<file path="config.mk">
export PLATFORM = sky130hd
export DESIGN_NAME = tli_walk_flat
export DESIGN_NICKNAME = d
export VERILOG_FILES = /design/src/hdl/tli_pkg.sv /design/src/hdl/tli_if.sv /design/src/hdl/tli_walk.sv /design/src/flat_wrapper.sv
export SDC_FILE = /design/constraint.sdc
export NUM_CORES = 1
export LEC_CHECK = 0
export BUFFER_PORTS_ARGS = -buffer_cell sky130_fd_sc_hd__buf_2
export CAP_MARGIN = 0
export CELL_PAD_IN_SITES_DETAIL_PLACEMENT = 1
export CELL_PAD_IN_SITES_GLOBAL_PLACEMENT = 2
export CORE_ASPECT_RATIO = 0.9
export CORE_UTILIZATION = 33
export DETAILED_ROUTE_END_ITERATION = 6
export GPL_TIMING_DRIVEN = 0
export HOLD_SLACK_MARGIN = 0.05
export PLACE_DENSITY = 0.91
export SLEW_MARGIN = 20
export SYNTH_ARGS = -nofsm -noshare
export SYNTH_HDL_FRONTEND = slang
export SYNTH_SLANG_ARGS = --single-unit
</file>
<file path="constraint.sdc">
create_clock -name clk -period 4.4 [get_ports clk]
set_input_delay 0.88 -clock clk [delete_from_list [all_inputs] [get_ports clk]]
set_output_delay 0.88 -clock clk [all_outputs]
set_load 0.005 [all_outputs]
</file>
<file path="src/hdl/tli_pkg.sv">
package tli_pkg;

  localparam int LETTER_COUNT = 26;
  localparam logic [4:0] LAST_LETTER = 5'd25;

  localparam logic OP_INSERT = 1'b0;
  localparam logic OP_LOOKUP = 1'b1;

  typedef enum logic [1:0] {
    ST_INSERTED  = 2'd0,
    ST_FOUND     = 2'd1,
    ST_NOT_FOUND = 2'd2,
    ST_FULL      = 2'd3
  } status_t;

  typedef enum logic [1:0] {
    S_CLEAR,
    S_IDLE,
    S_EXEC
  } state_t;

  typedef struct packed {
    logic        valid;
    status_t     status;
    logic [10:0] nodes_used;
  } result_t;

endpackage

</file>
<file path="src/hdl/tli_if.sv">
interface tli_in_if;
  logic       valid;
  logic       ready;
  logic       operation;
  logic [4:0] letter;
  logic       last_letter;

  modport source (output valid, output operation, output letter, output last_letter,
                  input ready);
  modport sink (input valid, input operation, input letter, input last_letter,
                output ready);
endinterface


</file>
<file path="src/hdl/tli_walk.sv">
module tli_walk #(
  parameter int NODE_COUNT = 1024,
  localparam int NodeW = $clog2(NODE_COUNT),
  localparam int SlotTotal = NODE_COUNT * tli_pkg::LETTER_COUNT,
  localparam int AddrW = $clog2(SlotTotal)
) (
  input  logic              clk,
  input  logic              rst,
  tli_in_if.sink            req,
  output logic              mem_we,
  output logic [AddrW-1:0]  mem_waddr,
  output logic [NodeW:0]    mem_wdata,
  output logic              mem_re,
  output logic [AddrW-1:0]  mem_raddr,
  input  logic [NodeW:0]    mem_rdata,
  input  logic              hold,
  output tli_pkg::result_t  res
);

  tli_pkg::state_t state, state_next;
  logic [AddrW-1:0] clr_addr, clr_addr_next;
  logic [NodeW-1:0] cur_node, cur_node_next;
  logic             broken, broken_next;
  logic [NodeW:0]   next_free, next_free_next;
  logic             op_q, last_q;
  logic [AddrW-1:0] addr_q;

  logic             accept, step, clr_done, full;
  logic [4:0]       letter_sat;
  logic [AddrW-1:0] rd_addr;

  logic [NodeW-1:0] child, new_child, cur_after;
  logic             mark, broken_after, ex_write;
  logic [NodeW:0]   free_after, ex_wdata;
  tli_pkg::status_t ex_status;

  assign accept   = req.valid && req.ready;
  assign step     = (state == tli_pkg::S_EXEC) && !(last_q && hold);
  assign clr_done = (clr_addr == AddrW'(SlotTotal - 1));
  assign full     = (next_free == (NodeW + 1)'(NODE_COUNT));

  assign letter_sat = (req.letter > tli_pkg::LAST_LETTER) ? tli_pkg::LAST_LETTER : req.letter;
  assign rd_addr    = AddrW'(cur_node) * AddrW'(tli_pkg::LETTER_COUNT) + AddrW'(letter_sat);

  // resolve one letter against the slot read when it was accepted
  always_comb begin
    child        = mem_rdata[NodeW-1:0];
    mark         = mem_rdata[NodeW];
    new_child    = child;
    ex_write     = 1'b0;
    ex_wdata     = mem_rdata;
    cur_after    = cur_node;
    broken_after = broken;
    free_after   = next_free;
    ex_status    = tli_pkg::ST_INSERTED;
    if (broken) begin
      ex_status = (op_q == tli_pkg::OP_INSERT) ? tli_pkg::ST_FULL : tli_pkg::ST_NOT_FOUND;
    end else if (op_q == tli_pkg::OP_INSERT) begin
      if ((child == '0) && full) begin
        broken_after = 1'b1;
        ex_status    = tli_pkg::ST_FULL;
      end else begin
        if (child == '0) begin
          new_child  = next_free[NodeW-1:0];
          free_after = next_free + (NodeW + 1)'(1);
        end
        ex_write  = (child == '0) || last_q;
        ex_wdata  = {mark | last_q, new_child};
        cur_after = new_child;
      end
    end else begin
      if (child == '0) begin
        broken_after = 1'b1;
        ex_status    = tli_pkg::ST_NOT_FOUND;
      end else begin
        cur_after = child;
        ex_status = mark ? tli_pkg::ST_FOUND : tli_pkg::ST_NOT_FOUND;
      end
    end
    // end of word returns to the root
    if (last_q) begin
      cur_after    = '0;
      broken_after = 1'b0;
    end
  end

  always_comb begin
    state_next = state;
    case (state)
      tli_pkg::S_CLEAR: begin
        if (clr_done) state_next = tli_pkg::S_IDLE;
      end
      tli_pkg::S_IDLE: begin
        if (accept) state_next = tli_pkg::S_EXEC;
      end
      tli_pkg::S_EXEC: begin
        if (step) state_next = tli_pkg::S_IDLE;
      end
      default: state_next = tli_pkg::S_CLEAR;
    endcase
  end

  always_comb begin
    req.ready      = 1'b0;
    mem_we         = 1'b0;
    mem_waddr      = addr_q;
    mem_wdata      = ex_wdata;
    res.valid      = 1'b0;
    res.status     = ex_status;
    res.nodes_used = 11'(free_after);
    case (state)
      tli_pkg::S_CLEAR: begin
        mem_we    = 1'b1;
        mem_waddr = clr_addr;
        mem_wdata = '0;
      end
      tli_pkg::S_IDLE: begin
        req.ready = 1'b1;
      end
      tli_pkg::S_EXEC: begin
        mem_we    = step && ex_write;
        res.valid = step && last_q;
      end
      default: begin
        req.ready = 1'b0;
      end
    endcase
  end

  assign mem_re    = accept;
  assign mem_raddr = rd_addr;

  always_comb begin
    clr_addr_next  = clr_addr;
    cur_node_next  = cur_node;
    broken_next    = broken;
    next_free_next = next_free;
    if (state == tli_pkg::S_CLEAR) begin
      clr_addr_next = clr_addr + AddrW'(1);
    end
    if (step) begin
      cur_node_next  = cur_after;
      broken_next    = broken_after;
      next_free_next = free_after;
    end
  end

  always_ff @(posedge clk) begin
    if (rst) begin
      state     <= tli_pkg::S_CLEAR;
      clr_addr  <= '0;
      cur_node  <= '0;
      broken    <= 1'b0;
      next_free <= (NodeW + 1)'(1);
    end else begin
      state     <= state_next;
      clr_addr  <= clr_addr_next;
      cur_node  <= cur_node_next;
      broken    <= broken_next;
      next_free <= next_free_next;
    end
  end

  always_ff @(posedge clk) begin
    if (accept) begin
      op_q   <= req.operation;
      last_q <= req.last_letter;
      addr_q <= rd_addr;
    end
  end

endmodule

</file>
<file path="src/flat_wrapper.sv">
// flat-port wrapper written by rule: the top's interface ports become plain ports
module tli_walk_flat 
#(
  parameter int NODE_COUNT = 1024,
  localparam int NodeW = $clog2(NODE_COUNT),
  localparam int SlotTotal = NODE_COUNT * tli_pkg::LETTER_COUNT,
  localparam int AddrW = $clog2(SlotTotal)
)
  (clk, rst, mem_we, mem_waddr, mem_wdata, mem_re, mem_raddr, mem_rdata, hold, res, req_valid, req_operation, req_letter, req_last_letter, req_ready);
  tli_in_if req_i ();
  input  logic clk;
  input  logic rst;
  output logic mem_we;
  output logic [AddrW-1:0] mem_waddr;
  output logic [NodeW:0] mem_wdata;
  output logic mem_re;
  output logic [AddrW-1:0] mem_raddr;
  input  logic [NodeW:0] mem_rdata;
  input  logic hold;
  output tli_pkg::result_t res;
  input wire logic [$bits(req_i.valid)-1:0] req_valid;
  input wire logic [$bits(req_i.operation)-1:0] req_operation;
  input wire logic [$bits(req_i.letter)-1:0] req_letter;
  input wire logic [$bits(req_i.last_letter)-1:0] req_last_letter;
  output wire logic [$bits(req_i.ready)-1:0] req_ready;
  assign req_i.valid = req_valid;
  assign req_i.operation = req_operation;
  assign req_i.letter = req_letter;
  assign req_i.last_letter = req_last_letter;
  assign req_ready = req_i.ready;
  tli_walk #(.NODE_COUNT(NODE_COUNT)) u_core (.clk(clk), .rst(rst), .req(req_i), .mem_we(mem_we), .mem_waddr(mem_waddr), .mem_wdata(mem_wdata), .mem_re(mem_re), .mem_raddr(mem_raddr), .mem_rdata(mem_rdata), .hold(hold), .res(res));
endmodule
</file>
==> impl_metrics.env <==
export IMPL_vias=3939
export IMPL_ys_flop_type="dfxtp_1"
export IMPL_initial_utilization_pct=34.08
export IMPL_power_share_clock_pct=41.4
export IMPL_rsz0062_at_grt="yes"
export IMPL_dpl_hpwl_mm=9.774
export IMPL_finalCriticalPeriod_ps=4319
export IMPL_combPwrFrac_pct=5.5
export IMPL_track_usage_pct=19.97
export IMPL_fin_ws_ps=81.24
export IMPL_power_internal_uw=765.5
export IMPL_hold_class="flip-flop to flip-flop"
export IMPL_cp_slowest_stage_delay_ps=490
export IMPL_drc=0
export IMPL_core_area_um2=12120
export IMPL_ir_drop_mv=0.1349
export IMPL_drt_wl_total_mm=13.05
export IMPL_synthArstFlopShare_pct=0
export IMPL_total_power_uw=1004
export IMPL_io_pin_count=80
export IMPL_cts_inserted_buffers=5
export IMPL_end_kind="primary output"
export IMPL_pwr_density_cell_nw_per_um2=189.9
export IMPL_crit_type="flip-flop to primary output"
export IMPL_fin_nets=669
export IMPL_die_y_um=108.2
export IMPL_first_pass_iters=4
export IMPL_grt_start_max_net_pins=20
export IMPL_drt_initial_drc_count=264
export IMPL_area_growth_pct=27.95
export IMPL_p_seq_share_pct=53.1
export IMPL_slew_violations=0
export IMPL_clock_sinks=56
export IMPL_grt_antenna_before_repair=0
export IMPL_grt_pass1_wl_mm=20.42
export IMPL_diodes=0
export IMPL_cp_max_fo=4
export IMPL_worst_slew_pin_slew_ps=888.6
export IMPL_cp_start_kind="flip-flop"
export IMPL_cts_clk_slew_worst_paths_ps=70
export IMPL_switching_share_pct=23.73
export IMPL_die_w_um=119.9
export IMPL_overflow=0
export IMPL_cp_arrival_ps=3440
export IMPL_fin_tns_setup_ps=0
export IMPL_p_leak_uw=0.002373
export IMPL_relSlewSlack_pct=40.76
export IMPL_clockBufferDepth=2
export IMPL_synthesis_area_um2=4131
export IMPL_ys_seq_area_share_pct=31.25
export IMPL_post_place_ws_ps=-242.6
export IMPL_drive_above_1_share_pct=25.29
export IMPL_io_buffers=78
export IMPL_syn_inst=507
export IMPL_power_switching_uw=238.2
export IMPL_ant_nets=0
export IMPL_critPathRequiredTime_ps=3520
export IMPL_synth_seq_cells=56
export IMPL_die_area_um2=12970
export IMPL_first_global_vias=4071
export IMPL_path_cells="ha_4 > fa_2 > fa_2 > xnor2_4 > a2111oi_2 > o211ai_1 > buf_4 > nor3_2 > nand3_1 > xor2_1 > buf_2"
export IMPL_yosysUniqueCellTypes=52
export IMPL_gp_congestion=0.8399
export IMPL_cap_violations=0
export IMPL_period_share_pct=98.15
export IMPL_crit_top_cell="fa_2"
export IMPL_max_freq_mhz=231.5
export IMPL_syn_area_per_cell_um2=8.149
export IMPL_cts_max_level=2
export IMPL_insertion_delay_ps=300
export IMPL_ys_warn_count=0
export IMPL_synth_edf_count=17
export IMPL_synth_nets=568
export IMPL_status="finished, final reports clean"
export IMPL_setup_viol=0
export IMPL_cpMaxStageDelayCell="fa_2"
export IMPL_row_count=38
export IMPL_root_buffer="clkbuf_16"
export IMPL_hold_violations=0
export IMPL_vias_per_cell=5.122
export IMPL_skew_ps=9.956
export IMPL_detail_route_wl_per_cell_um=16.97
export IMPL_cts_tree="done"
## Yosys cell counts (3+ instances only)
master / count / share of area [%]
a2111oi_0: 4 / 0.85
a211oi_1: 3 / 0.55
a21o_1: 8 / 1.5
a21oi_1: 35 / 4.2
and2_1: 5 / 0.76
and3_1: 6 / 0.91
clkbuf_1: 20 / 1.8
dfxtp_1: 39 / 19
edfxtp_1: 17 / 12
fa_1: 8 / 3.9
ha_1: 31 / 9.4
inv_1: 37 / 3.4
mux2i_1: 9 / 2.2
nand2_1: 75 / 6.8
nand2b_1: 6 / 0.91
nand3_1: 15 / 1.8
nand4_1: 6 / 0.91
nor2_1: 73 / 6.6
nor2b_1: 4 / 0.61
nor3_1: 9 / 1.1
nor4_1: 3 / 0.45
o21ai_0: 5 / 0.61
or3_1: 5 / 0.76
xnor2_1: 26 / 5.5
xor2_1: 21 / 4.5
## cell usage in the layout (no fill, tap or decap), drive strengths merged, types with 15 or more instances in the layout
master / n
nand2: 75
buf: 98
inv: 38
xnor2: 26
xor2: 21
edfxtp: 17
a21oi: 35
nor2: 73
dfxtp: 39
clkbuf: 25
ha: 31
nand3: 15
## final cells by class
cell class              instances  area, µm²
clock buffers                   5      125.1
clock inverters                 3      22.52
multi-input cells             390       2863
plain buffers                  24      113.9
fillers                      1486       6838
repair buffers                 94      514.2
flip-flops and latches         56       1309
inverters                      37      138.9
well taps                     160      200.2
## critical path, delay by kind of cell (launching register included)
family	cells	cell delay, ps
AO/OA/AOI/OAI	2	480
XOR/XNOR	2	430
adder cells (fa/ha/maj)	3	1220
buffers and inverters	2	350
flip-flops	1	370
AND/OR/NAND/NOR	2	280
## registers in the layout, indices dropped and copies added (netlist names)
name / cells
u_core.state: 2
u_core.last_q: 1
u_core.cur_node: 10
u_core.next_free: 11
u_core.addr_q: 15
u_core.broken: 1
u_core.op_q: 1
u_core.clr_addr: 15
## routing by layer
layer  vias up  global-route usage (%)  share of wire (%)
met2        84                   36.17                 51
met3        18                   2.848                3.5
met4         0                   6.071                1.6
met1      1922                   24.42                 44
li1       1915                       -                  -
met5         -                       0                  0
## cells by family (layout without fill, tap and decap cells)
logic type	count (synthesis)	after routing	synth area share, %
AOI/OAI and AO/OA	72	72	11.05
xor gates and xnor gates	47	47	9.964
adders and majority gates	39	39	13.26
buffers and inverters	61	163	5.875
DFF	56	56	31.25
muxes	10	10	2.453
and+or+nand+nor	222	222	26.14
## path summary, 6_finish.rpt
kind | slack (ps) | from | depth (start not counted) | endpoint
worst max register to register | 1080 | u_core.cur_node[2]$_SDFFE_PP0P_ | 10 | u_core.addr_q[14]$_DFFE_PP_
worst min register to register | 510 | u_core.clr_addr[1]$_SDFFE_PP0P_ | 2 | u_core.clr_addr[1]$_SDFFE_PP0P_
worst max-delay path | 80 | u_core.cur_node[2]$_SDFFE_PP0P_ | 11 | mem_raddr[13]
worst min-delay path | 510 | u_core.clr_addr[1]$_SDFFE_PP0P_ | 2 | u_core.clr_addr[1]$_SDFFE_PP0P_
## power groups by stage
stage	Sequential (µW)	Combinational, µW	Clock, µW
after global placement	546	54.0	0
after CTS	534	55.8	420
after floorplan	546	26.5	0
after global routing	533	61.0	446
final	533	55.5	416
after detailed placement	547	55.7	0
## stage by stage
| step | area (µm²) | hold WS (ps) | utilization (%) | instances |
|---|---|---|---|---|
| 2_1_floorplan | 4131 | 466.6 | - | 507 |
| 3_3_place_gp | 4722 | 474.4 | 38.95 | 745 |
| 3_5_place_dp | 4722 | 500.4 | 38.95 | 745 |
| 4_1_cts | 5067 | 510.9 | 41.80 | 758 |
| 5_1_grt | 5286 | 539.7 | 43.60 | 769 |
| 6_report | 5286 | 505.7 | 43.60 | 769 |
## repair_timing
item                       CTS  global route
gates resized for setup     35            23
pin swaps                   12            22
setup buffers                5            11
cloned                       0             0
setup endpoints to repair    5             5
hold buffers                 0             0
(Power assumes the default switching activity.)
